[config.mk]
export PLATFORM = sky130hd
export DESIGN_NAME = round_robin_task_scheduler
export DESIGN_NICKNAME = d
export VERILOG_FILES = /design/src/hdl/rrts_pkg.sv /design/src/hdl/rrts_ram.sv /design/src/hdl/rrts_apb_regs.sv /design/src/hdl/rrts_plan.sv /design/src/hdl/round_robin_task_scheduler.sv
export SDC_FILE = /design/constraint.sdc
export NUM_CORES = 1
export LEC_CHECK = 0
export ABC_CLOCK_PERIOD_IN_PS = 4090
export BUFFER_PORTS_ARGS = -buffer_cell sky130_fd_sc_hd__buf_4
export CORE_AREA = 2 2 187 143
export DETAILED_ROUTE_END_ITERATION = 10
export DIE_AREA = 0 0 189 145
export PLACE_DENSITY = 0.73
export SYNTH_ARGS = -nofsm -noshare
export SYNTH_HDL_FRONTEND = slang
export SYNTH_SLANG_ARGS = --single-unit
[constraint.sdc]
create_clock -name clk_i -period 4.09 [get_ports clk_i]
set_clock_uncertainty 0.15 [all_clocks]
set_input_delay 0.2045 -clock clk_i [delete_from_list [all_inputs] [get_ports clk_i]]
set_output_delay 0.2045 -clock clk_i [all_outputs]
set_load 0.02 [all_outputs]
[src/hdl/rrts_pkg.sv]
// ----------------------------------------------------------------------------
// rrts_pkg
// Shared types, constants and helpers of the round-robin task scheduler.
// ----------------------------------------------------------------------------
package rrts_pkg;

  // ring sizing
  localparam int unsigned MaxTasks = 16;
  localparam int unsigned IdxW     = $clog2(MaxTasks);
  localparam int unsigned CntW     = $clog2(MaxTasks + 1);
  localparam int unsigned NumRings = 3;
  localparam int unsigned RamDepth = NumRings << IdxW;
  localparam int unsigned RamAw    = IdxW + 2;

  // field widths
  localparam int unsigned TaskW    = 4;
  localparam int unsigned OpW      = 3;
  localparam int unsigned BufCntW  = 8;
  localparam int unsigned StatusW  = 3;
  localparam int unsigned InDataW  = 24;
  localparam int unsigned OutDataW = 16;

  // configuration port
  localparam int unsigned CfgAw     = 3;
  localparam int unsigned CfgDw     = 32;
  localparam int unsigned LimitW    = 8;
  localparam logic [LimitW-1:0] LimitReset = 8'd64;

  typedef enum logic [OpW-1:0] {
    OP_ADMIT  = 3'd0,
    OP_START  = 3'd1,
    OP_TICK   = 3'd2,
    OP_RWAIT  = 3'd3,
    OP_WWAIT  = 3'd4,
    OP_RWAKE  = 3'd5,
    OP_WWAKE  = 3'd6
  } op_e;

  typedef enum logic [1:0] {
    RING_READY = 2'd0,
    RING_RWAIT = 2'd1,
    RING_WWAIT = 2'd2
  } ring_e;

  typedef enum logic [StatusW-1:0] {
    ST_OK     = 3'd0,
    ST_EMPTY  = 3'd1,
    ST_FULL   = 3'd2,
    ST_NOCUR  = 3'd3,
    ST_UNMET  = 3'd4
  } status_e;

  // what one request will do to the rings and the current task
  typedef struct packed {
    status_e          status;
    logic             pop_en;
    ring_e            pop_ring;
    logic             push_en;
    ring_e            push_ring;
    logic [TaskW-1:0] push_task;
    logic             sw_fix;   // switch reported unconditionally
    logic             sw_cmp;   // switch only if the popped id differs
    logic             go_idle;  // nothing runs afterwards
  } plan_t;

  // result layout, lowest field in the lowest bits
  typedef struct packed {
    status_e          status;
    logic             running_valid;
    logic [TaskW-1:0] new_task;
    logic [TaskW-1:0] old_task;
    logic             switched;
  } result_t;

  typedef logic [NumRings-1:0][IdxW-1:0] heads_t;
  typedef logic [NumRings-1:0][CntW-1:0] counts_t;

  function automatic logic [IdxW-1:0] head_sel(heads_t heads, ring_e ring);
    logic [IdxW-1:0] h;
    unique case (ring)
      RING_READY: h = heads[0];
      RING_RWAIT: h = heads[1];
      RING_WWAIT: h = heads[2];
      default:    h = heads[0];
    endcase
    return h;
  endfunction

  function automatic logic [CntW-1:0] count_sel(counts_t counts, ring_e ring);
    logic [CntW-1:0] c;
    unique case (ring)
      RING_READY: c = counts[0];
      RING_RWAIT: c = counts[1];
      RING_WWAIT: c = counts[2];
      default:    c = counts[0];
    endcase
    return c;
  endfunction

  function automatic logic [IdxW-1:0] idx_inc(logic [IdxW-1:0] idx);
    logic [IdxW-1:0] r;
    if (idx == IdxW'(MaxTasks - 1)) begin
      r = '0;
    end else begin
      r = idx + IdxW'(1);
    end
    return r;
  endfunction

  // tail slot: head + count, wrapped once (sum stays below twice the depth)
  function automatic logic [IdxW-1:0] tail_pos(logic [IdxW-1:0] head,
                                               logic [CntW-1:0] count);
    logic [CntW:0] sum;
    sum = (CntW+1)'(head) + (CntW+1)'(count);
    if (sum >= (CntW+1)'(MaxTasks)) begin
      sum = sum - (CntW+1)'(MaxTasks);
    end
    return sum[IdxW-1:0];
  endfunction

endpackage

[src/hdl/rrts_ram.sv]
// ----------------------------------------------------------------------------
// rrts_ram
// Generic single-write, single-read RAM with a registered read port.
// ----------------------------------------------------------------------------
module rrts_ram #(
  parameter int unsigned Width = 4,
  parameter int unsigned Depth = 48
) (
  input  logic                     clk_i,
  input  logic                     we_i,
  input  logic [$clog2(Depth)-1:0] waddr_i,
  input  logic [Width-1:0]         wdata_i,
  input  logic                     re_i,
  input  logic [$clog2(Depth)-1:0] raddr_i,
  output logic [Width-1:0]         rdata_o
);

  logic [Width-1:0] mem_q [Depth];
  logic [Width-1:0] rdata_q;

  always_ff @(posedge clk_i) begin
    if (we_i) begin
      mem_q[waddr_i] <= wdata_i;
    end
    if (re_i) begin
      rdata_q <= mem_q[raddr_i];
    end
  end

  assign rdata_o = rdata_q;

endmodule

[src/hdl/rrts_apb_regs.sv]
// ----------------------------------------------------------------------------
// rrts_apb_regs
// APB register file holding the write buffer limit.
// ----------------------------------------------------------------------------
module rrts_apb_regs (
  input  logic                              clk_i,
  input  logic                              rst_ni,
  input  logic                              psel,
  input  logic                              penable,
  input  logic                              pwrite,
  input  logic [rrts_pkg::CfgAw-1:0]        paddr,
  input  logic [rrts_pkg::CfgDw-1:0]        pwdata,
  output logic [rrts_pkg::CfgDw-1:0]        prdata,
  output logic                              pready,
  output logic [rrts_pkg::LimitW-1:0]       limit_o
);

  logic [rrts_pkg::LimitW-1:0] limit_q, limit_d;
  logic                        hit_limit;

  // register 0 lives at byte address 0
  assign hit_limit = (paddr[rrts_pkg::CfgAw-1] == 1'b0);
  assign pready    = 1'b1;

  always_comb begin
    limit_d = limit_q;
    if (psel && penable && pwrite && hit_limit) begin
      limit_d = pwdata[rrts_pkg::LimitW-1:0];
    end
  end

  always_ff @(posedge clk_i or negedge rst_ni) begin
    if (!rst_ni) begin
      limit_q <= rrts_pkg::LimitReset;
    end else begin
      limit_q <= limit_d;
    end
  end

  assign prdata  = hit_limit ? rrts_pkg::CfgDw'(limit_q) : '0;
  assign limit_o = limit_q;

endmodule

[src/hdl/rrts_plan.sv]
// ----------------------------------------------------------------------------
// rrts_plan
// Decode one request against ring fill and current task into a plan.
// ----------------------------------------------------------------------------
module rrts_plan (
  input  rrts_pkg::op_e                    opcode_i,
  input  logic [rrts_pkg::TaskW-1:0]       task_id_i,
  input  logic [rrts_pkg::BufCntW-1:0]     rd_count_i,
  input  logic [rrts_pkg::BufCntW-1:0]     wr_count_i,
  input  logic [rrts_pkg::LimitW-1:0]      limit_i,
  input  logic [rrts_pkg::TaskW-1:0]       cur_task_i,
  input  logic                             cur_valid_i,
  input  rrts_pkg::counts_t                counts_i,
  output rrts_pkg::plan_t                  plan_o
);

  logic [rrts_pkg::NumRings-1:0] full_v;
  logic [rrts_pkg::NumRings-1:0] empty_v;
  rrts_pkg::ring_e               wait_ring;
  logic                          wake_ok;

  always_comb begin
    for (int r = 0; r < rrts_pkg::NumRings; r++) begin
      full_v[r]  = (counts_i[r] == rrts_pkg::CntW'(rrts_pkg::MaxTasks));
      empty_v[r] = (counts_i[r] == '0);
    end
  end

  always_comb begin
    wait_ring = ((opcode_i == rrts_pkg::OP_RWAIT) || (opcode_i == rrts_pkg::OP_RWAKE))
              ? rrts_pkg::RING_RWAIT : rrts_pkg::RING_WWAIT;
    wake_ok   = (opcode_i == rrts_pkg::OP_RWAKE) ? (rd_count_i != '0)
                                                 : (wr_count_i < limit_i);

    plan_o           = '0;
    plan_o.status    = rrts_pkg::ST_OK;
    plan_o.pop_ring  = rrts_pkg::RING_READY;
    plan_o.push_ring = rrts_pkg::RING_READY;
    plan_o.push_task = cur_task_i;

    unique case (opcode_i)
      rrts_pkg::OP_ADMIT: begin
        if (full_v[rrts_pkg::RING_READY]) begin
          plan_o.status = rrts_pkg::ST_FULL;
        end else begin
          plan_o.push_en   = 1'b1;
          plan_o.push_task = task_id_i;
        end
      end
      rrts_pkg::OP_START: begin
        if (empty_v[rrts_pkg::RING_READY]) begin
          plan_o.status = rrts_pkg::ST_EMPTY;
        end else begin
          plan_o.pop_en = 1'b1;
          plan_o.sw_fix = 1'b1;
        end
      end
      rrts_pkg::OP_TICK: begin
        if (!cur_valid_i) begin
          plan_o.status = rrts_pkg::ST_NOCUR;
        end else if (!empty_v[rrts_pkg::RING_READY]) begin
          // head is read before the tail write, so a full ring still rotates
          plan_o.pop_en  = 1'b1;
          plan_o.push_en = 1'b1;
          plan_o.sw_cmp  = 1'b1;
        end
      end
      rrts_pkg::OP_RWAIT, rrts_pkg::OP_WWAIT: begin
        if (!cur_valid_i) begin
          plan_o.status = rrts_pkg::ST_NOCUR;
        end else if (full_v[wait_ring]) begin
          plan_o.status = rrts_pkg::ST_FULL;
        end else begin
          plan_o.push_en   = 1'b1;
          plan_o.push_ring = wait_ring;
          plan_o.sw_fix    = 1'b1;
          if (!empty_v[rrts_pkg::RING_READY]) begin
            plan_o.pop_en = 1'b1;
          end else begin
            plan_o.go_idle = 1'b1;
            plan_o.status  = rrts_pkg::ST_EMPTY;
          end
        end
      end
      rrts_pkg::OP_RWAKE, rrts_pkg::OP_WWAKE: begin
        if (empty_v[wait_ring] || !wake_ok) begin
          plan_o.status = rrts_pkg::ST_UNMET;
        end else if (cur_valid_i && full_v[rrts_pkg::RING_READY]) begin
          plan_o.status = rrts_pkg::ST_FULL;
        end else begin
          plan_o.push_en  = cur_valid_i;
          plan_o.pop_en   = 1'b1;
          plan_o.pop_ring = wait_ring;
          plan_o.sw_fix   = 1'b1;
        end
      end
      default: begin
        // unused opcode: no effect
      end
    endcase
  end

endmodule

[src/hdl/round_robin_task_scheduler.sv]
// ----------------------------------------------------------------------------
// round_robin_task_scheduler
// Round-robin scheduler over a ready ring and two wait rings of task ids.
// ----------------------------------------------------------------------------
// At acceptance the request is decoded and the head of the ring to be
// dequeued is read from the ring RAM; in the commit state that follows,
// the read data has returned, the tail write happens and the result is
// loaded into the output register. A result waiting in the output register
// does not block the next request from being accepted; the commit cycle
// holds only if the previous result has still not been taken. The three
// rings share one RAM (one row block per ring); heads, fill counts and the
// current task are kept in flip-flops and cleared by reset, so no clearing
// pass is needed. The write buffer limit sits at APB byte address 0 and
// resets to 64.
// ----------------------------------------------------------------------------
module round_robin_task_scheduler (
  input  logic                           clk_i,
  input  logic                           rst_ni,
  // request stream
  input  logic                           s_axis_tvalid,
  output logic                           s_axis_tready,
  // [3:0] task_id, [11:4] read_buffer_count, [19:12] write_buffer_count
  input  logic [rrts_pkg::InDataW-1:0]   s_axis_tdata,
  // [2:0] opcode
  input  logic [rrts_pkg::OpW-1:0]       s_axis_tuser,
  // result stream
  output logic                           m_axis_tvalid,
  input  logic                           m_axis_tready,
  // [0] switched, [4:1] old_task, [8:5] new_task, [9] running_valid,
  // [12:10] status
  output logic [rrts_pkg::OutDataW-1:0]  m_axis_tdata,
  // configuration
  input  logic                           psel,
  input  logic                           penable,
  input  logic                           pwrite,
  input  logic [rrts_pkg::CfgAw-1:0]     paddr,
  input  logic [rrts_pkg::CfgDw-1:0]     pwdata,
  output logic [rrts_pkg::CfgDw-1:0]     prdata,
  output logic                           pready
);

  typedef enum logic [1:0] {
    S_IDLE   = 2'b01,
    S_COMMIT = 2'b10
  } state_e;

  state_e                          state_q, state_d;
  rrts_pkg::plan_t                 plan_now, plan_q;
  rrts_pkg::heads_t                heads_q, heads_d;
  rrts_pkg::counts_t               counts_q, counts_d;
  logic [rrts_pkg::TaskW-1:0]      cur_task_q, cur_task_d;
  logic                            cur_valid_q, cur_valid_d;
  logic                            out_valid_q, out_valid_d;
  rrts_pkg::result_t               out_res_q, res_d;
  logic [rrts_pkg::LimitW-1:0]     limit;
  logic                            accept, commit;
  logic                            ram_re, ram_we;
  logic [rrts_pkg::RamAw-1:0]      ram_raddr, ram_waddr;
  logic [rrts_pkg::TaskW-1:0]      ram_rdata;
  logic [rrts_pkg::IdxW-1:0]       push_pos;

  // configuration registers
  rrts_apb_regs u_regs (
    .clk_i   (clk_i),
    .rst_ni  (rst_ni),
    .psel    (psel),
    .penable (penable),
    .pwrite  (pwrite),
    .paddr   (paddr),
    .pwdata  (pwdata),
    .prdata  (prdata),
    .pready  (pready),
    .limit_o (limit)
  );

  // decode the incoming request against the current state
  rrts_plan u_plan (
    .opcode_i    (rrts_pkg::op_e'(s_axis_tuser)),
    .task_id_i   (s_axis_tdata[3:0]),
    .rd_count_i  (s_axis_tdata[11:4]),
    .wr_count_i  (s_axis_tdata[19:12]),
    .limit_i     (limit),
    .cur_task_i  (cur_task_q),
    .cur_valid_i (cur_valid_q),
    .counts_i    (counts_q),
    .plan_o      (plan_now)
  );

  assign s_axis_tready = (state_q == S_IDLE);
  assign accept        = s_axis_tvalid && s_axis_tready;
  // commit once the output register is free or being emptied
  assign commit        = (state_q == S_COMMIT) && (!out_valid_q || m_axis_tready);

  // read the head of the ring to dequeue as the request is accepted
  assign ram_re    = accept && plan_now.pop_en;
  assign ram_raddr = {plan_now.pop_ring,
                      rrts_pkg::head_sel(heads_q, plan_now.pop_ring)};

  // write the tail in the commit cycle; heads and counts are still those
  // seen at acceptance, so the tail slot is taken before the pop
  assign push_pos  = rrts_pkg::tail_pos(rrts_pkg::head_sel(heads_q, plan_q.push_ring),
                                        rrts_pkg::count_sel(counts_q, plan_q.push_ring));
  assign ram_we    = commit && plan_q.push_en;
  assign ram_waddr = {plan_q.push_ring, push_pos};

  rrts_ram #(
    .Width (rrts_pkg::TaskW),
    .Depth (rrts_pkg::RamDepth)
  ) u_ring_ram (
    .clk_i   (clk_i),
    .we_i    (ram_we),
    .waddr_i (ram_waddr),
    .wdata_i (plan_q.push_task),
    .re_i    (ram_re),
    .raddr_i (ram_raddr),
    .rdata_o (ram_rdata)
  );

  // state updates and result of the committing request
  always_comb begin
    state_d     = state_q;
    heads_d     = heads_q;
    counts_d    = counts_q;
    cur_task_d  = cur_task_q;
    cur_valid_d = cur_valid_q;

    // advance pointers and counts per ring
    for (int r = 0; r < rrts_pkg::NumRings; r++) begin
      if (commit && plan_q.pop_en && (plan_q.pop_ring == rrts_pkg::ring_e'(r))) begin
        heads_d[r] = rrts_pkg::idx_inc(heads_q[r]);
      end
      if (commit) begin
        counts_d[r] = counts_q[r]
          + rrts_pkg::CntW'(plan_q.push_en && (plan_q.push_ring == rrts_pkg::ring_e'(r)))
          - rrts_pkg::CntW'(plan_q.pop_en  && (plan_q.pop_ring  == rrts_pkg::ring_e'(r)));
      end
    end

    if (commit) begin
      if (plan_q.pop_en) begin
        cur_task_d  = ram_rdata;
        cur_valid_d = 1'b1;
      end else if (plan_q.go_idle) begin
        cur_task_d  = '0;
        cur_valid_d = 1'b0;
      end
    end

    res_d.status        = plan_q.status;
    res_d.switched      = plan_q.sw_cmp ? (ram_rdata != cur_task_q) : plan_q.sw_fix;
    res_d.old_task      = cur_valid_q ? cur_task_q : '0;
    res_d.running_valid = cur_valid_d;
    res_d.new_task      = cur_valid_d ? cur_task_d : '0;

    unique case (state_q)
      S_IDLE: begin
        if (accept) begin
          state_d = S_COMMIT;
        end
      end
      S_COMMIT: begin
        if (commit) begin
          state_d = S_IDLE;
        end
      end
      default: begin
        state_d = S_IDLE;
      end
    endcase
  end

  // output register: load on commit, drop when taken
  always_comb begin
    out_valid_d = out_valid_q;
    if (commit) begin
      out_valid_d = 1'b1;
    end else if (m_axis_tready) begin
      out_valid_d = 1'b0;
    end
  end

  always_ff @(posedge clk_i or negedge rst_ni) begin
    if (!rst_ni) begin
      state_q     <= S_IDLE;
      heads_q     <= '0;
      counts_q    <= '0;
      cur_task_q  <= '0;
      cur_valid_q <= 1'b0;
      out_valid_q <= 1'b0;
    end else begin
      state_q     <= state_d;
      heads_q     <= heads_d;
      counts_q    <= counts_d;
      cur_task_q  <= cur_task_d;
      cur_valid_q <= cur_valid_d;
      out_valid_q <= out_valid_d;
    end
  end

  // payload registers
  always_ff @(posedge clk_i) begin
    if (accept) begin
      plan_q <= plan_now;
    end
    if (commit) begin
      out_res_q <= res_d;
    end
  end

  assign m_axis_tvalid = out_valid_q;
  assign m_axis_tdata  = rrts_pkg::OutDataW'(out_res_q);

endmodule
## After elaboration in Yosys (flattened, before gate mapping)

Memories as Yosys holds them, arrays and structs flattened. A register that Yosys moved wholly into a read port is not among the register bits.
Cells that the tools add are included.

- Bits in registers: 72
- Bits in writable memories: 192
- Input port bits: 69
- Output and inout port bits: 51
- Word-level logic and storage cells: 157
- Memories: 1

- Add/sub/neg operators: 11
- Order comparisons: 3
- Equal/unequal tests: 23
- Muxes and demuxes: 56
- Bitwise gates (word level): 3
- Reduce and logical (&&, ||, !) cells: 35

Memory list:

| name | words | width | read ports | clocked after Yosys merged registers in | write ports | line | text |
|---|---|---|---|---|---|---|---|
| u_ring_ram.mem_q | 48 | 4 | 1 | 1 | 1 | rrts_ram.sv:18 | `logic [Width-1:0] mem_q [Depth];` |

Operators with widths:

| operator | number |
|---|---|
| 2-to-1 mux 4 bit | 11 |
| 2-to-1 mux 1 bit | 22 |
| logical AND 1 bit | 18 |
| case mux 4 bit (2 select lines) | 2 |
| adder 5 x 1 -> 5 bit | 3 |
| equality test 5 bit, second input constant | 3 |
| logical NOT 5 bit | 3 |
| 2-to-1 mux 3 bit | 5 |
| case mux 3 bit (5 select lines) | 1 |
| subtractor 5 x 1 -> 5 bit | 3 |
| 2-to-1 mux 2 bit | 7 |
| adder 4 x 1 -> 4 bit, second input constant | 3 |
| equality test 4 bit, second input constant | 3 |
| case mux 5 bit (2 select lines) | 1 |
| equality test 3 bit, second input constant | 3 |
| equality test 2 x 1 -> 1 bit, second input constant | 4 |
| equality test 2 bit, second input constant | 4 |
| less-than comparator 8 bit | 1 |
| 2-to-1 mux 8 bit | 1 |
| case mux 1 bit (4 select lines) | 2 |
| nonzero test 8 bit | 1 |
| adder 4 x 5 -> 6 bit | 1 |
| equality test 3 x 2 -> 1 bit, second input constant | 2 |
| >= comparator 6 x 5 -> 1 bit, second input constant | 1 |
| 18 further kinds | 26 |

## Longest topological paths before layout

Gate-level depths: netlist (run 1).

- Word-level depth: 10
- Depth in mapped cells: 18
- Depth with buffers taken out: 16

## Hierarchy

A second synthesis (run 1) with hierarchy kept.

- Cells, all modules: 886
- Area total of the unflattened synthesis: 12,609.6 um^2

Modules (own cells, without submodules):

| module | instances | cells an instance | area each (um^2) | seq. area each (um^2) |
|---|---|---|---|---|
| rrts_ram | 1 | 431 | 7,895.1 | 5,885.6 |
| round_robin_task_scheduler | 1 | 311 | 3,459.6 | 1,747.9 |
| rrts_plan | 1 | 92 | 674.4 | 0.0 |
| rrts_apb_regs | 1 | 52 | 580.6 | 201.4 |

## Least setup slack after synthesis (run 1)

OpenSTA, ideal clock, no wires.

- Path type: register to register
- Start: register u_regs.limit_q (netlist bit u_regs.limit_o[6])
- End: register u_ring_ram.rdata_q[1] (netlist: u_ring_ram.rdata_o[1]) (read register of u_ring_ram.mem_q), data pin
- Setup time: 0.258 ns
- Arrival time: 3.333 ns
- Required time: 3.682 ns
- Path slack: 0.349 ns
- Cell stages (with the launch flop): 17
- Path buffers: 1
- Clock period less this slack: 3.741 ns
- Cell sequence: dfstp_2 inv_1 ha_1 a21o_1 a21o_1 a32oi_1 and4_1 inv_2 ha_1 a22oi_2 o21a_4 buf_6 mux4_2 nand2_1 and3_1 a31oi_1 o221a_1

RTL lines:

| element | line | text |
|---|---|---|
| start: declaration | rrts_apb_regs.sv:18 | `logic [rrts_pkg::LimitW-1:0] limit_q, limit_d;` |
| start signal: assignment | rrts_apb_regs.sv:34 | `limit_q <= rrts_pkg::LimitReset;` |
| start signal: assignment | rrts_apb_regs.sv:36 | `limit_q <= limit_d;` |
| end: declaration | rrts_ram.sv:19 | `logic [Width-1:0] rdata_q;` |

## Worst setup path after layout (run 1)

- Start: register plan_q[7] (netlist name)
- End: memory u_ring_ram.mem_q[38][0] (enable)

- Longest elaborated chain between the ends: 5
- Elaborated cells between the ends (all ways): 8
- Those cells by class: add/sub: 2; order compare: 1; eq/ne: 2; mux: 3

RTL lines:

| element | line | text |
|---|---|---|
| start: declaration | round_robin_task_scheduler.sv:48 | `rrts_pkg::plan_t plan_now, plan_q;` |
| start signal: assignment | round_robin_task_scheduler.sv:203 | `plan_q <= plan_now;` |
| equality test 2 bit / equality test 2 x 1 -> 1 bit (equally long branches) | rrts_pkg.sv:80, rrts_pkg.sv:91 |  |
| case mux 4 bit (2 select lines) / case mux 5 bit (2 select lines) (equally long branches) | rrts_pkg.sv:80, rrts_pkg.sv:91 |  |
| adder 4 x 5 -> 6 bit | rrts_pkg.sv:114 | `sum = (CntW+1)'(head) + (CntW+1)'(count);` |
| >= comparator 6 x 5 -> 1 bit / subtractor 4 x 1 -> 4 bit (equally long branches) | rrts_pkg.sv:115, rrts_pkg.sv:116 |  |
| 2-to-1 mux 4 bit | rrts_pkg.sv:115 | `if (sum >= (CntW+1)'(MaxTasks)) begin` |
| end: declaration | rrts_ram.sv:18 |  |

Several ways; a longest one is shown, not always the timed one.

==> impl_metrics.py, run 1 <==
metrics = {
    "sta": {
        "hold_violations": 0,
        "worst_slew_pin_slew_ns": 1.12,
        "layout_worst_path_cycle_share": 0.974,
        "max_slew_margin": 0.248,
        "clock.fmax_mhz": 251,
        "finalWorstSetupSlack_ns": 0.107,
        "setup_viol": 0,
        "finalCriticalPeriod_ns": 3.98,
        "maxSlewViolCount": 0,
    },
    "global_route": {
        "grt_pass1_wl_um": 47900,
        "grt_overflow": 0,
        "grt_max_degree": 49,
        "grt_use_total": 0.224,
        "antenna_found_initial": 0,
        "first_global_vias": 8509,
    },
    "synth": {
        "synth_cells": 1016,
        "synth_edf_count": 225,
        "ys_warn_count": 0,
        "synth_ff_type": "edfxtp_1",
        "synth_area_um2": 12600,
        "ys_ff_latch": 268,
        "synthDistinctLibCells": 66,
        "syn_avg_cell_area_um2": 12.4,
        "seq_area_frac_synth": 0.620,
        "async_reset_ff_frac": 0.160,
    },
    "floorplan": {
        "start_util": 0.494,
        "core_um2": 25600,
        "ios": 120,
        "die_area_um2": 27400,
        "num_rows": 51,
        "chipHeight_um": 145,
        "die_w_um": 189,
    },
    "route": {
        "wire_per_inst_um": 19.7,
        "wirelength_um": 30500,
        "via_per_inst": 5.70,
        "dr.pass1.iters": 5,
        "detail-route-antenna-nets": 0,
        "vias": 8817,
        "first_iter_violations": 806,
        "route.detailed.drc": 0,
    },
    "clock_network": {
        "cts.sinks": 268,
        "path_clk_slew_ns": 0.07,
        "ctsRootBufferMaster": "clkbuf_16",
        "htree_num_levels": 1,
        "numCtsBuffers": 27,
        "cts.path.max_buffers": 3,
        "clk_latency_ns": 0.54,
        "cts_tree": "yes",
    },
    "finish": {
        "final_cell_mix": "edfxtp_1, buf_4, nand2_1",
        "fin_area_um2": 15500,
        "areaGrowthSynthToFinish_pct": 22.5,
        "layout_commonest_cell": "edfxtp_1",
        "antenna_cells": 0,
        "final_cells": 1548,
        "multi_input_area_um2": 4520,
        "seq_area_um2": 7840,
        "fill_cells": 1922,
        "layout-drive-gt1-share": 0.252,
        "layout.nets": 1293,
    },
    "critical_path": {
        "critPathBufInv": 2,
        "cp_max_fo": 10,
        "worstSetupPathType": "flop to flop",
        "crit_chain": "inv_1 -> ha_1 -> a22oi_1 -> a21oi_1 -> ha_1 -> inv_1 -> fa_1 -> xnor2_1 -> nand3_1 -> or3_1 -> nor3_1",
        "required_ns": 4.11,
        "arrival_ns": 4.00,
        "slowest_stage": "nor3_1",
        "cp-start-kind": "flop",
        "path_delay_family": "simple AND/OR/NAND/NOR gates",
        "cp-end-kind": "flop",
        "slowest_delay_ns": 0.64,
    },
    "flow_run": {
        "max_cap_viol_count": 0,
    },
    "min_path": {
        "holdCritPathClass": "input port to flop",
    },
    "placed_design": {
        "placedInstanceArea_um2": 14000,
        "preCtsSetupSlack_ns": -0.102,
        "dp_hpwl_um": 20200,
        "portBuffers": 61,
        "dpl.cell_count": 1476,
        "place.gp.congestion": 0.836,
    },
    "pwr": {
        "cellPowerDensity_nw_per_um2": 606,
        "finalPower_mw": 9.39,
        "p_leak_nw": 6.01,
        "ir_drop_mv": 0.384,
    },
    "status": {
        "status": "complete, no violations",
    },
}
==> where the power goes <==
part / total, mW / internal (mW) / switching, mW / leakage, nW
sequential: 3.43 / 3.26 / 0.173 / 2.59
combinational: 3.33 / 1.46 / 1.87 / 2.96
clock: 2.63 / 1.60 / 1.03 / 0.464
==> metal layers <==
| layer | global-route usage | up-vias | share of wire |
|---|---|---|---|
| li1 | - | 4044 | - |
| met1 | 0.350 | 4304 | 0.45 |
| met2 | 0.329 | 413 | 0.44 |
| met3 | 0.0358 | 56 | 0.086 |
| met4 | 0.0535 | 0 | 0.025 |
| met5 | 0 | - | 0 |
==> metrics by stage <==
step,hold slack (ns),TNS (ns),utilization
after detailed placement,0.0953,-0.299,0.549
after floorplan,-0.241,0,-
after CTS,0.0117,0,0.596
final,0.0372,0,0.605
after global placement,0.105,-0.209,0.549
after global routing,0.0442,-0.0637,0.605
==> cell families (layout without fill, tap and decap cells) <==
group,Yosys count,in the layout,synth area share
xor+xnor,26,26,0.0180
compound gates,173,173,0.0922
flops,268,268,0.620
simple gates,346,346,0.129
buf+inv,124,286,0.0506
other cells,2,28,0.000594
mux,37,37,0.0475
fa+ha+maj,40,40,0.0420
==> flip-flops by register name, summed over array words and instances (netlist names) <==
signal              cells
counts_q               15
cur_task_q              4
cur_valid_q             1
heads_q                12
m_axis_tdata           13
m_axis_tvalid           1
plan_q                 16
state_q                 2
u_regs.limit_o          8
u_ring_ram.mem_q      192
u_ring_ram.rdata_o      4
==> synth_stat cells (all sizes together), types with 3 or more instances <==
cell    count  area, µm²
mux2       18        203
xnor2      18        158
o21ai      24        124
clkbuf     23       86.3
a21o        8       60.1
inv        44        165
o221a       3       33.8
buf        55        380
nand2     156        586
dfrtp      41       1030
nand2b      9       56.3
a211oi     28        210
nor2b       4       25.0
mux2i       3       30.0
o21a        3       30.0
nor3b       4       35.0
nor4        3       18.8
edfxtp    225       6760
mux4       16        368
nor2       39        146
a31oi      39        244
xor2        8       70.1
nor3       54        275
nand4       4       25.0
a22oi      15        118
a22o        3       26.3
or3         4       25.0
nand3      17       85.1
a21oi      32        160
ha         36        450
and2        7       43.8
and3       29        181
fa          4       80.1
nand3b      5       37.5
o211ai      7       57.6
==> worst min-delay path: cells and delay by family <==
kind / cells / cell delay, ns
and+or+nand+nor: 2 / 0.19
buffers and inverters: 1 / 0.16
==> area by class of cell <==
type / count / share of cell area
sequential: 268 / 0.506
multi-input combinational: 650 / 0.292
timing repair buffer: 191 / 0.102
clock buffer: 31 / 0.0452
tap: 344 / 0.0278
clock inverter: 18 / 0.0154
inverter: 46 / 0.0113
==> path summary, 6_finish.rpt <==
kind,startpoint,to,slack [ns],cells past startpoint
min in group asynchronous,rst_ni,counts_q[12],0.06,2
hold reg to reg,plan_q[13],m_axis_tdata[10],0.27,0
max in group asynchronous,rst_ni,cur_task_q[1],3.33,2
setup / recovery,plan_q[7],u_ring_ram.mem_q[38][0],0.11,11
hold / removal,s_axis_tuser[1],plan_q[1],0.04,3
setup reg to reg,plan_q[7],u_ring_ram.mem_q[38][0],0.11,11
==> repair_timing <==
item / 4_1_cts / 5_1_grt
hold buffers: 16 / 0
pin swaps: 5 / 22
setup buffers: 5 / 2
resized for setup: 9 / 43
setup endpoints to repair: 4 / 32
endpoints found under the hold margin: 60 / 0
cloned: 0 / 0
Note: power is estimated with default switching activity, not from simulation.
==> inputs of run 2 (changes only) <==
- CELL_PAD_IN_SITES_DETAIL_PLACEMENT: default -> 1
- CELL_PAD_IN_SITES_GLOBAL_PLACEMENT: default -> 2
- CORE_AREA: 2 2 187 143 -> 2 2 206 158
- DIE_AREA: 0 0 189 145 -> 0 0 208 160
- PLACE_DENSITY: 0.73 -> 0.84
==> run 2 against run 1 <==
First-iteration DRC count shrank 26%; cell count grew 5.5%; fmax shrank 0.24%; clock power up 2%; sequential share of layout area fell by 0.39 points; sequential power about the same; wire length is 13% higher; non-clock buffer count up 12; setup slack lost 0.0096 ns; critical path type unchanged; count of clock-buffer cells in the layout rose by 5.
==> impl_metrics.py, run 2 (synthesized netlist as in run 1, its figures left out) <==
metrics = {
    "critical_path": {
        "path_delay_family": "compound AO/OA/AOI/OAI gates",
        "cp-end-kind": "flop",
        "cp-startpoint": "u_regs.limit_o[5]",
        "crit_chain": "inv_2 -> ha_4 -> a21o_1 -> a21o_1 -> a21o_1 -> a32oi_2 -> and4_4 -> ha_4 -> a221o_1 -> and2_2 -> buf_4 -> nand2_1 -> a31oi_1 -> a22o_1 -> o21ai_2 -> o221ai_1",
        "r2r_setup_slack_ns": 0.1,
        "crit_cells": 16,
        "endpoint": "u_ring_ram.rdata_o[0]",
        "critPathBufInv": 2,
        "arrival_ns": 4.13,
        "required_ns": 4.23,
        "slowest_stage": "a221o_1",
        "rr_endpoint": "u_ring_ram.rdata_o[0]",
        "cp_max_fo": 13,
        "worstSetupPathType": "flop to flop",
        "cp-start-kind": "flop",
        "rr_worst_depth": 16,
        "slowest_delay_ns": 0.39,
        "cp_common_cell": "a21o_1",
        "r2r_start": "u_regs.limit_o[5]",
    },
    "placed_design": {
        "dp_hpwl_um": 23100,
        "place.gp.congestion": 0.863,
        "placedInstanceArea_um2": 14200,
        "portBuffers": 61,
    },
    "finish": {
        "layout_commonest_cell": "edfxtp_1",
        "layout.nets": 1307,
        "largest_reg_flops": 192,
        "regMostFlops": "u_ring_ram.mem_q",
        "antenna_cells": 0,
        "final_util": 0.495,
        "areaGrowthSynthToFinish_pct": 23.5,
        "final_cell_mix": "edfxtp_1, buf_4, nand2_1",
        "top_regs": "u_ring_ram.mem_q: 192 flops, plan_q: 16 flops, counts_q: 15 flops",
        "layout-drive-gt1-share": 0.248,
        "fin_area_um2": 15600,
    },
    "route": {
        "detail-route-antenna-nets": 0,
        "wire_per_inst_um": 21.1,
        "vias": 8884,
        "wirelength_um": 34400,
        "route.detailed.drc": 0,
        "via_per_inst": 5.44,
        "first_iter_violations": 598,
        "dr.pass1.iters": 5,
    },
    "clock_network": {
        "ctsRootBufferMaster": "clkbuf_16",
        "numCtsBuffers": 28,
        "clk_latency_ns": 0.56,
        "cts.path.max_buffers": 3,
        "cts.sinks": 268,
        "cts_tree": "yes",
        "htree_num_levels": 1,
        "path_clk_slew_ns": 0.06,
    },
    "floorplan": {
        "core_um2": 31500,
        "num_rows": 57,
        "ios": 120,
        "start_util": 0.401,
        "chipHeight_um": 160,
        "die_area_um2": 33300,
        "die_w_um": 208,
    },
    "status": {
        "status": "complete, no violations",
    },
    "global_route": {
        "antenna_found_initial": 0,
        "first_global_vias": 9386,
        "grt_overflow": 0,
        "grt_max_degree": 49,
        "grt_use_total": 0.207,
        "grt_pass1_wl_um": 53900,
    },
    "pwr": {
        "p_sw_frac": 0.338,
        "p_switching_mw": 3.17,
        "ir_drop_mv": 0.366,
        "seqPwrFrac": 0.366,
        "cellPowerDensity_nw_per_um2": 601,
        "power_frac_clock": 0.287,
        "intPower_mw": 6.21,
        "p_leak_nw": 6.05,
        "p_comb_frac": 0.347,
    },
    "sta": {
        "fin_setup_tns_ns": 0,
        "clock.fmax_mhz": 250,
        "finalCriticalPeriod_ns": 3.99,
        "maxSlewViolCount": 0,
        "layout_worst_path_cycle_share": 0.976,
        "worst_slew_pin_slew_ns": 1.17,
        "rsz0062_at_grt": "true",
        "setup_viol": 0,
        "hold_violations": 0,
        "max_slew_margin": 0.211,
    },
    "min_path": {
        "holdCritPathClass": "input port to flop",
    },
    "flow_run": {
        "max_cap_viol_count": 0,
    },
}
==> run 2: cell count changes in the layout (fill, tap and decap cells not counted), sizes merged <==
cell,previous run,this run
buf,175,187
clkbuf,31,36
clkinv,13,10
clkinvlp,0,3
bufinv,6,4
o21a,3,4
==> run 2: power groups by stage <==
stage | clock, mW | sequential [mW] | combinational [mW]
6_report | 2.69 | 3.44 | 3.26
5_1_grt | 2.84 | 3.46 | 3.57
4_1_cts | 2.74 | 3.43 | 3.18
3_5_place_dp | 0 | 3.48 | 3.08
3_3_place_gp | 0 | 3.47 | 2.96
2_1_floorplan | 0 | 3.51 | 1.90
==> run 2: area by class of cell <==
| class | count | area (µm²) |
|---|---|---|
| clock buffer | 36 | 782 |
| clock inverter | 16 | 188 |
| fill | 3268 | 15900 |
| inverter | 46 | 175 |
| multi-input combinational | 651 | 4480 |
| sequential | 268 | 7840 |
| tap | 413 | 517 |
| timing repair buffer | 203 | 1630 |
==> run 2: how the worst min path moves through the flow <==
stage | start | to | slack, ns | cells after the start
after floorplan | rst_ni | counts_q[0] | -0.24 | 0
after global placement | rst_ni | counts_q[13] | 0.10 | 1
after detailed placement | rst_ni | counts_q[13] | 0.12 | 1
after CTS | s_axis_tuser[1] | plan_q[11] | 0.002 | 2
after global routing | s_axis_tuser[1] | plan_q[11] | 0.02 | 2
final | s_axis_tuser[1] | plan_q[11] | 0.03 | 2
==> run 2: timing repair <==
item / CTS / global route
resized for setup: 15 / 20
hold endpoints to repair: 61 / 0
gates cloned: 1 / 0
pin swaps: 6 / 13
endpoints found under the setup margin: 4 / 27
hold buffers: 16 / 0
setup buffers: 2 / 3
==> run 2: layer usage <==
| metal | vias up | GRT usage | share of wire |
|---|---|---|---|
| li1 | 4080 | - | - |
| met1 | 4537 | 0.297 | 0.47 |
| met2 | 217 | 0.329 | 0.46 |
| met3 | 50 | 0.0383 | 0.050 |
| met4 | 0 | 0.0487 | 0.021 |
| met5 | - | 0 | 0 |
==> run 2: worst reg2reg max path, stage by stage (launching register included) <==
cell and delay (ns):
dfrtp_1 0.38, inv_2 0.08, ha_4 0.20, a21o_1 0.15
a21o_1 0.17, a21o_1 0.17, a32oi_2 0.17, and4_4 0.31
ha_4 0.26, a221o_1 0.39, and2_2 0.29, buf_4 0.20
nand2_1 0.08, a31oi_1 0.12, a22o_1 0.27, o21ai_2 0.19
o221ai_1 0.15
==> run 2: stage by stage <==
step	cells	hold slack (ns)	total power, mW	worst slack [ns]
3_5_place_dp	1559	0.120	6.56	-0.192
2_1_floorplan	1042	-0.241	5.41	0.349
3_3_place_gp	1559	0.105	6.43	-0.102
4_1_cts	1630	0.00207	9.36	0.0106
6_report	1633	0.0348	9.39	0.0978
5_1_grt	1633	0.0225	9.87	-0.0654
==> inputs of run 3 (changes only) <==
- ABC_AREA: default -> 1
- CORE_AREA: 2 2 206 158 -> 2 2 216 165
- DIE_AREA: 0 0 208 160 -> 0 0 218 167
- PLACE_DENSITY: 0.84 -> 0.85
==> run 3 against run 2 <==
Sequential power up 3%; non-clock buffer count down 95; sequential cell count unchanged; area after synthesis up 4.8%; via count up 7.3%; combinational power up 25%; fmax up 2.8%; hold slack better by 0.0021 ns; global-route usage down 1.0 points; count of clock-buffer cells in the layout down 3; wire length up 2.3%.
==> impl_metrics.py, run 3 <==
metrics = {
    "floorplan": {
        "num_rows": 59,
        "ios": 120,
        "core_um2": 34300,
        "die_area_um2": 36400,
        "die_w_um": 218,
        "chipHeight_um": 167,
        "start_util": 0.387,
    },
    "critical_path": {
        "cp_max_fo": 6,
        "worstSetupPathType": "flop to flop",
        "cp-start-kind": "flop",
        "arrival_ns": 3.96,
        "cp-end-kind": "flop",
        "rr_worst_depth": 14,
        "required_ns": 4.16,
    },
    "route": {
        "vias": 9532,
        "wirelength_um": 35200,
        "wire_per_inst_um": 18.5,
        "dr.pass1.iters": 5,
        "detail-route-antenna-nets": 0,
        "first_iter_violations": 668,
        "route.detailed.drc": 0,
        "via_per_inst": 5.02,
    },
    "clock_network": {
        "clk_latency_ns": 0.57,
        "cts.sinks": 268,
        "htree_num_levels": 1,
        "post-cts-setup-buffer-count": 0,
        "numCtsBuffers": 29,
        "ctsRootBufferMaster": "clkbuf_16",
        "cts.path.max_buffers": 3,
        "cts_tree": "yes",
        "path_clk_slew_ns": 0.07,
    },
    "finish": {
        "top_regs": "u_ring_ram.mem_q: 192 flops, plan_q: 16 flops, counts_q: 15 flops",
        "layout.nets": 1527,
        "layout_commonest_cell": "edfxtp_1",
        "regMostFlops": "u_ring_ram.mem_q",
        "final_util": 0.453,
        "final_cell_mix": "edfxtp_1, nand2_1, inv_1",
        "final_cells": 1898,
        "fin_area_um2": 15500,
        "largest_reg_flops": 192,
        "layout-drive-gt1-share": 0.132,
        "fill_cells": 3875,
        "areaGrowthSynthToFinish_pct": 17.1,
        "antenna_cells": 0,
    },
    "pwr": {
        "p_leak_nw": 6.47,
        "finalPower_mw": 10.4,
        "ir_drop_mv": 0.314,
        "cellPowerDensity_nw_per_um2": 670,
    },
    "placed_design": {
        "placedInstanceArea_um2": 14200,
        "dpl.cell_count": 1825,
        "dp_hpwl_um": 23100,
        "portBuffers": 61,
        "place.gp.congestion": 0.794,
        "preCtsSetupSlack_ns": 0.164,
    },
    "sta": {
        "worst_slew_pin_slew_ns": 1.20,
        "rsz0062_at_grt": "true",
        "hold_violations": 0,
        "setup_viol": 0,
        "maxSlewViolCount": 0,
        "clock.fmax_mhz": 257,
        "layout_worst_path_cycle_share": 0.950,
        "whs_ns": 0.0369,
        "max_slew_margin": 0.202,
        "finalWorstSetupSlack_ns": 0.206,
        "finalCriticalPeriod_ns": 3.88,
        "fin_setup_tns_ns": 0,
    },
    "synth": {
        "synth_cells": 1328,
        "synth_edf_count": 225,
        "synth.top_cell.area_share": 0.510,
        "synth.most_common_cell": "edfxtp_1",
        "synth_area_leaders": "edfxtp_1, dfrtp_1, nand3_1",
        "syn_avg_cell_area_um2": 9.98,
        "synthTopCellsByCount": "edfxtp_1, nand2_1, inv_1, nand3_1, nor2_1",
        "synthDistinctLibCells": 45,
        "synth_area_um2": 13300,
        "async_reset_ff_frac": 0.160,
        "synth_ff_type": "edfxtp_1",
        "ys_warn_count": 0,
        "yosys.area.top_type": "edfxtp_1",
        "seq_area_frac_synth": 0.591,
        "ys_ff_latch": 268,
    },
    "status": {
        "status": "complete, no violations",
    },
    "global_route": {
        "first_global_vias": 10012,
        "grt_pass1_wl_um": 56100,
        "grt_use_total": 0.197,
        "grt_overflow": 0,
        "antenna_found_initial": 0,
        "grt_max_degree": 61,
    },
    "flow_run": {
        "max_cap_viol_count": 0,
    },
    "min_path": {
        "holdCritPathClass": "input port to async pin",
    },
}
==> run 3: cell count changes after synthesis, sizes merged, moves of 27 or more <==
| cell | delta |
|---|---|
| a211oi | -27 |
| a31oi | -38 |
| nand2 | +66 |
| nand3b | +36 |
| nor3 | -47 |
| nor2 | +80 |
| nand3 | +171 |
| inv | +168 |
| and3 | -29 |
==> run 3: final timing paths <==
kind / from / endpoint / slack [ns]
min in group clk_i: s_axis_tuser[1] / plan_q[7] / 0.09
max reg2reg: plan_q[7] / u_ring_ram.mem_q[17][2] / 0.21
min: rst_ni / u_regs.limit_o[7] / 0.04
max: plan_q[7] / u_ring_ram.mem_q[17][2] / 0.21
max in group asynchronous: rst_ni / heads_q[8] / 3.30
min reg2reg: plan_q[14] / m_axis_tdata[11] / 0.28
==> run 3: logic make-up (layout without fill, tap and decap cells) <==
kind of cell,after synthesis,in the layout,share of synthesized area
simple gates,591,592,0.207
buf+inv,289,375,0.0937
flops,268,268,0.591
compound gates,116,116,0.0528
fa+ha+maj,40,40,0.0400
xor+xnor,20,20,0.0132
other cells,2,28,0.000567
mux,2,2,0.00161
==> run 3: area by class of cell <==
| cell class | instances | area (µm²) | share of cell area |
|---|---|---|---|
| Sequential cell | 268 | 7840 | 0.505 |
| Inverter | 213 | 805 | 0.0518 |
| Clock buffer | 33 | 741 | 0.0477 |
| Multi-Input combinational cell | 798 | 4390 | 0.283 |
| Clock inverter | 21 | 262 | 0.0169 |
| Tap cell | 457 | 572 | 0.0368 |
| Timing Repair Buffer | 108 | 918 | 0.0592 |
==> run 3: what timing repair did <==
action / 4_1_cts / 5_1_grt
hold buffers: 18 / 0
endpoints found under the setup margin: 0 / 132
endpoints found under the hold margin: 61 / 0
gates resized for setup: 0 / 31
==> run 3: per-layer routing <==
metal,GRT usage,vias to the layer above,share of wire
met4,0.0411,0,0.019
met5,0,-,0
met3,0.0265,48,0.048
met2,0.312,207,0.45
li1,-,4565,-
met1,0.290,4712,0.48
==> run 3: power by group <==
| group | switching, mW | leakage, nW | internal (mW) | total, mW |
|---|---|---|---|---|
| Combinational | 2.76 | 3.45 | 1.33 | 4.09 |
| Sequential | 0.221 | 2.53 | 3.31 | 3.53 |
| Clock | 1.14 | 0.484 | 1.63 | 2.78 |
==> run 3: worst max-delay path, cell delays in order, from the launching register on <==
cell and delay [ns]:
edfxtp_1 0.42, inv_1 0.13, ha_1 0.30, inv_1 0.17
o221ai_1 0.22, o21ai_0 0.15, inv_1 0.09, ha_1 0.14
inv_1 0.05, fa_1 0.38, xor2_1 0.28, inv_1 0.10
nor2_1 0.14, nand2_1 0.35, nor2_1 0.46
